[config.mk]
export PLATFORM = sky130hd
export DESIGN_NAME = pgnt_ctrl
export DESIGN_NICKNAME = d
export VERILOG_FILES = /design/src/pgnt_pkg.sv /design/src/pgnt_ctrl.sv
export SDC_FILE = /design/constraint.sdc
export NUM_CORES = 1
export LEC_CHECK = 0
export BUFFER_PORTS_ARGS = -buffer_cell sky130_fd_sc_hd__buf_4
export CAP_MARGIN = 20
export CORE_ASPECT_RATIO = 1.5
export CORE_MARGIN = 8
export CORE_UTILIZATION = 53
export DETAILED_ROUTE_END_ITERATION = 6
export PLACE_DENSITY = 0.78
export SYNTH_ARGS = -nofsm -noshare
export SYNTH_HDL_FRONTEND = slang
export SYNTH_SLANG_ARGS = --single-unit
[constraint.sdc]
create_clock -name clk -period 2.01 [get_ports clk]
set_clock_uncertainty 0.1 [all_clocks]
set_input_delay 0.3015 -clock clk [delete_from_list [all_inputs] [get_ports clk]]
set_output_delay 0.3015 -clock clk [all_outputs]
set_load 0.01 [all_outputs]
[src/pgnt_pkg.sv]
// ----------------------------------------------------------------------------
// pgnt_pkg: shared types and constants
// formats, command codes and controller states of the noise/turbulence unit
// ----------------------------------------------------------------------------
package pgnt_pkg;

  localparam int FRAC_BITS  = 16;              // query fraction bits
  localparam int GRAD_FRAC  = 14;              // gradient fraction bits
  localparam int IDX_W      = 8;               // table index width
  localparam int TABLE_SIZE = 1 << IDX_W;
  localparam int POS_W      = IDX_W + FRAC_BITS;
  localparam int GRAD_W     = 16;
  localparam int PERM_W     = 8;
  localparam int OUT_W      = FRAC_BITS + 3;
  localparam int D_W        = FRAC_BITS + 2;   // signed corner offset
  localparam int W_W        = FRAC_BITS + 1;   // blend weight, up to one
  localparam int DOT_W      = 24;
  localparam int ACC_W      = 32;
  localparam int OCT_W      = 4;
  localparam int CFG_DATA_W = 4;
  localparam int CFG_IDX_W  = 1;

  localparam logic [CFG_IDX_W-1:0] CFG_OCTAVES = 1'b0;
  localparam logic [CFG_IDX_W-1:0] CFG_MODE    = 1'b1;
  localparam logic [OCT_W-1:0]     OCT_RESET   = 4'd7;

  typedef enum logic [2:0] {
    KIND_QUERY  = 3'd0,
    KIND_PERM_X = 3'd1,
    KIND_PERM_Y = 3'd2,
    KIND_PERM_Z = 3'd3,
    KIND_GRAD   = 3'd4
  } kind_t;

  typedef enum logic [3:0] {
    ST_IDLE,
    ST_SMOOTH_A,
    ST_SMOOTH_B,
    ST_ADDR,
    ST_PERM,
    ST_GRAD,
    ST_DOT,
    ST_TERM,
    ST_ACCUM,
    ST_OCT_END,
    ST_FINISH
  } state_t;

  typedef enum logic [3:0] {
    OP_NONE,
    OP_LOAD,
    OP_START,
    OP_SMOOTH_A,
    OP_SMOOTH_B,
    OP_ADDR,
    OP_PERM,
    OP_GRAD,
    OP_DOT,
    OP_TERM,
    OP_ACCUM,
    OP_OCT_END,
    OP_FINISH
  } dp_op_t;

  typedef struct packed {
    dp_op_t           op;
    logic [2:0]       corner;   // {di, dj, dk}
    logic [OCT_W-1:0] octave;
    logic             noise_mode;
  } dp_cmd_t;

  typedef struct packed {
    logic out_full;
  } dp_status_t;

endpackage

[src/pgnt_ctrl.sv]
// ----------------------------------------------------------------------------
// pgnt_ctrl: sequencer
// config registers, octave/corner counters and the step state machine
// ----------------------------------------------------------------------------
module pgnt_ctrl import pgnt_pkg::*; #(
  parameter int MAX_OCTAVES = 8
) (
  input  logic                  clk,
  input  logic                  rst_n,
  input  logic                  in_valid,
  input  logic [2:0]            in_kind,
  output logic                  in_ready,
  input  logic                  out_ready,
  input  logic                  cfg_wr_en,
  input  logic [CFG_IDX_W-1:0]  cfg_index,
  input  logic [CFG_DATA_W-1:0] cfg_data,
  input  dp_status_t            status,
  output dp_cmd_t               cmd
);

  localparam int CW = $clog2(MAX_OCTAVES + 1);

  state_t           state_r, state_nxt;
  logic [OCT_W-1:0] octaves_cfg_r;
  logic             mode_cfg_r;
  logic             mode_r;
  logic [2:0]       corner_r;
  logic [CW-1:0]    oct_r;
  logic [CW-1:0]    count_r;
  logic [CW-1:0]    count_nxt;
  logic             accept;
  logic             is_query;
  logic             is_load;
  logic             can_finish;

  assign accept     = in_valid && in_ready;
  assign is_query   = in_kind == KIND_QUERY;
  assign is_load    = in_kind == KIND_PERM_X || in_kind == KIND_PERM_Y ||
                      in_kind == KIND_PERM_Z || in_kind == KIND_GRAD;
  assign can_finish = !status.out_full || out_ready;

  always_comb begin
    if (mode_cfg_r) begin
      count_nxt = CW'(1);
    end else if (int'(octaves_cfg_r) > MAX_OCTAVES) begin
      count_nxt = CW'(MAX_OCTAVES);
    end else begin
      count_nxt = CW'(octaves_cfg_r);
    end
  end

  // next state
  always_comb begin
    state_nxt = state_r;
    unique case (state_r)
      ST_IDLE: begin
        if (accept && is_query) begin
          state_nxt = (count_nxt == '0) ? ST_FINISH : ST_SMOOTH_A;
        end
      end
      ST_SMOOTH_A: state_nxt = ST_SMOOTH_B;
      ST_SMOOTH_B: state_nxt = ST_ADDR;
      ST_ADDR:     state_nxt = ST_PERM;
      ST_PERM:     state_nxt = ST_GRAD;
      ST_GRAD:     state_nxt = ST_DOT;
      ST_DOT:      state_nxt = ST_TERM;
      ST_TERM:     state_nxt = ST_ACCUM;
      ST_ACCUM:    state_nxt = (corner_r == 3'd7) ? ST_OCT_END : ST_ADDR;
      ST_OCT_END:  state_nxt = (oct_r + CW'(1) == count_r) ? ST_FINISH : ST_SMOOTH_A;
      ST_FINISH: begin
        if (can_finish) begin
          state_nxt = ST_IDLE;
        end
      end
      default:     state_nxt = ST_IDLE;
    endcase
  end

  // outputs
  always_comb begin
    in_ready       = 1'b0;
    cmd.op         = OP_NONE;
    cmd.corner     = corner_r;
    cmd.octave     = OCT_W'(oct_r);
    cmd.noise_mode = mode_r;
    unique case (state_r)
      ST_IDLE: begin
        in_ready = 1'b1;
        if (accept && is_query) begin
          cmd.op = OP_START;
        end else if (accept && is_load) begin
          cmd.op = OP_LOAD;
        end
      end
      ST_SMOOTH_A: cmd.op = OP_SMOOTH_A;
      ST_SMOOTH_B: cmd.op = OP_SMOOTH_B;
      ST_ADDR:     cmd.op = OP_ADDR;
      ST_PERM:     cmd.op = OP_PERM;
      ST_GRAD:     cmd.op = OP_GRAD;
      ST_DOT:      cmd.op = OP_DOT;
      ST_TERM:     cmd.op = OP_TERM;
      ST_ACCUM:    cmd.op = OP_ACCUM;
      ST_OCT_END:  cmd.op = OP_OCT_END;
      ST_FINISH:   cmd.op = can_finish ? OP_FINISH : OP_NONE;
      default:     cmd.op = OP_NONE;
    endcase
  end

  always_ff @(posedge clk) begin
    if (!rst_n) begin
      state_r       <= ST_IDLE;
      octaves_cfg_r <= OCT_RESET;
      mode_cfg_r    <= 1'b0;
      mode_r        <= 1'b0;
      corner_r      <= '0;
      oct_r         <= '0;
      count_r       <= '0;
    end else begin
      state_r <= state_nxt;
      if (cfg_wr_en) begin
        unique case (cfg_index)
          CFG_OCTAVES: octaves_cfg_r <= cfg_data;
          CFG_MODE:    mode_cfg_r    <= cfg_data[0];
          default:     ;
        endcase
      end
      if (state_r == ST_IDLE && accept && is_query) begin
        mode_r   <= mode_cfg_r;
        count_r  <= count_nxt;
        oct_r    <= '0;
        corner_r <= '0;
      end
      if (state_r == ST_ACCUM) begin
        corner_r <= corner_r + 3'd1;
      end
      if (state_r == ST_OCT_END) begin
        oct_r <= oct_r + CW'(1);
      end
    end
  end

endmodule

==> reports/metrics.yaml <==
clocking:
  cts_root_buf: "clkbuf_4"
  clk_path_buf_depth: 2
  cts_made_buffers: 3
  holdBufCountCts: 0
  clkSinkCount: 21
  cts_tree: "done"
  insertion_delay_ns: 0.29
  clkSlewWorstSetupHoldPaths_ns: 0.11
  htreeDepth: 1
die:
  initial_core_util_pct: 54.8
  dieArea_um2: 4100
  fp.dieW_um: 55.0
  ioPinCount: 27
  num_rows: 21
  coreArea_um2: 2210
  dieHeight_um: 74.5
grt:
  globalRouteOverflowTotal: 0
  grt_pass1_vias: 1060
  antenna_found_initial: 0
  grt_util_all_layers_pct: 13.8
  grt_pass1_wl_mm: 4.40
  grt_max_degree: 21
sta:
  slew_violations: 0
  hold_viol: 0
  tns_ns: 0
  setup_slack_ns: 0.119
  period_share_pct: 94.1
  post-route-min-period_ns: 1.89
  tightest_slew_ns: 0.494
  rsz0062_at_grt: "false"
  setup_violations: 0
  slew_headroom_pct: 66.6
  fmax_ghz: 0.529
placement:
  dp_slack_ns: 0.209
  dp.cells: 189
  hpwlAfterDp_mm: 2.12
  place_congestion: 0.827
  portBuffers: 26
yosys:
  synth-simple-area-share_pct: 29.5
  ys_ff_latch: 21
  synth_compound_area_share_pct: 19.4
  synthArstFlopShare_pct: 0
  synthXorXnorAreaFrac_pct: 6.51
  synth_edf_count: 0
  synth_cells: 145
  synth_top_family_by_area: "simple AND/OR/NAND/NOR gates"
  syn-cell-area_um2: 1210
  synthDistinctLibCells: 39
  synth_adder_area_share_pct: 3.10
  synth_flop_cell: "dfxtp_1"
  ys_warn_count: 0
  synth.yosys.seq_area_share_pct: 34.7
  synth_nets: 162
  avgSynthCellArea_um2: 8.34
  muxShareOfSynthArea_pct: 2.48
run:
  maxCapViolCount: 0
routing:
  wirelength_mm: 2.64
  vias: 1122
  drt_iter0_markers: 30
  detail_route.wl_per_cell_um: 13.5
  via_per_inst: 5.75
  drc: 0
  final_antenna_net_count: 0
  drt_first_pass_iters: 4
final_layout:
  area_growth_pct: 20.9
  layout-drive-gt1-share_pct: 22.7
  fin_util_pct: 66.3
  antenna_cells: 0
  finish.net_count: 190
  instances_no_fill: 195
pwr:
  max-vdd-ir-drop_v: 0.000388
  total_power_uw: 717
  power.density_nw_per_um2: 490
  power.leakage_uw: 0.000582
setup_path:
  critical_path_class: "register to output port"
  cp-start-kind: "register"
  required_ns: 1.61
  critPathMaxFanout: 8
  cp-end-kind: "output port"
  cp.arrival_ns: 1.49
hold_path:
  hp-class: "input pin to register"
status:
  status: "finished, final reports clean"
==> sequential cells by signal, indices dropped and copies added (netlist names) <==
register	count
count_r	4
oct_r	4
octaves_cfg_r	4
state_r	4
corner_r	3
mode_cfg_r	1
mode_r	1
==> cell usage after synthesis, types with 2 or more instances <==
cell	number	area, um^2
clkbuf_1	5	18.8
nand2_1	18	67.6
dfxtp_1	21	420
o21ai_0	7	35.0
nor4b_1	2	17.5
buf_2	2	10.0
ha_1	3	37.5
a21boi_0	9	67.6
xnor2_1	7	61.3
and3_1	2	12.5
xor2_1	2	17.5
a31oi_1	4	25.0
nor2b_1	4	25.0
nor2_1	9	33.8
a21oi_1	6	30.0
nor3_1	2	10.0
or3_1	2	12.5
nand3_1	11	55.1
mux2i_1	3	30.0
inv_1	4	15.0
nor3b_1	2	15.0
o21a_1	2	15.0
and2_1	2	12.5
==> layout by cell type (no fill, tap or decap), types with 3 or more instances in the layout <==
cell type	n
dfxtp_1	20
mux2i_1	3
nor2b_1	4
inv_1	4
xnor2_1	7
ha_1	3
a21oi_1	6
nand2_1	18
a21boi_0	9
o21ai_0	7
clkbuf_4	3
nand3_1	11
a31oi_1	4
nor2_1	9
buf_4	31
==> critical path, stage by stage (launching register included) <==
cell and delay (ns):
dfxtp_1 0.41, nor4_4 0.42, nand3_1 0.11, o21ai_0 0.10, buf_4 0.15
==> final cells by class <==
type / count / area [um^2]
Fill cell: 201 / 744
Multi-Input combinational cell: 112 / 738
Sequential cell: 21 / 422
Timing Repair Buffer: 31 / 233
Tap cell: 23 / 28.8
Clock buffer: 4 / 26.3
Inverter: 4 / 15.0
==> metrics by stage <==
step	area (um^2)	hold slack (ns)
2_1_floorplan	1210	0.330
4_1_cts	1450	0.108
6_report	1460	0.116
3_5_place_dp	1420	0.365
5_1_grt	1460	0.101
3_3_place_gp	1420	0.362
==> layer usage <==
layer | GRT usage (%) | vias to the layer above | wire [um]
met5 | 0 | - | 0
met4 | 4.83 | 0 | 20
met3 | 3.00 | 2 | 165
met2 | 25.3 | 22 | 1410
met1 | 14.6 | 524 | 1040
li1 | - | 574 | -
==> kinds of logic (layout without fill, tap and decap cells) <==
| family | count (synthesis) | after routing |
|---|---|---|
| buffers and inverters | 12 | 39 |
| XOR/XNOR | 9 | 9 |
| adder cells (fa/ha/maj) | 3 | 3 |
| flip-flops | 21 | 21 |
| AND/OR/NAND/NOR | 62 | 62 |
| AO/OA/AOI/OAI | 35 | 35 |
| multiplexers | 3 | 3 |
==> what timing repair did <==
item | in CTS | in global routing
endpoints found under the hold margin | 0 | 0
setup buffers | 0 | 2
gates resized for setup | 0 | 1
setup endpoints to repair | 0 | 2
==> path summary, 6_finish.rpt <==
check                            startpoint                to  slack (ns)  depth (start not counted)
worst max-delay path             state_r[3]            cmd[8]        0.12                          4
worst min-delay path            cfg_data[2]  octaves_cfg_r[2]        0.12                          3
worst max register to register   state_r[3]        count_r[3]        0.29                          5
worst min register to register       mode_r            mode_r        0.38                          2
==> where the power goes <==
part           internal, uW  total (uW)  switching (uW)
Sequential              424         431            7.17
Combinational          48.0        87.8            39.8
Clock                  77.1         198             121
Total                   549         717             168
Note: power is estimated with default switching activity, not from simulation.
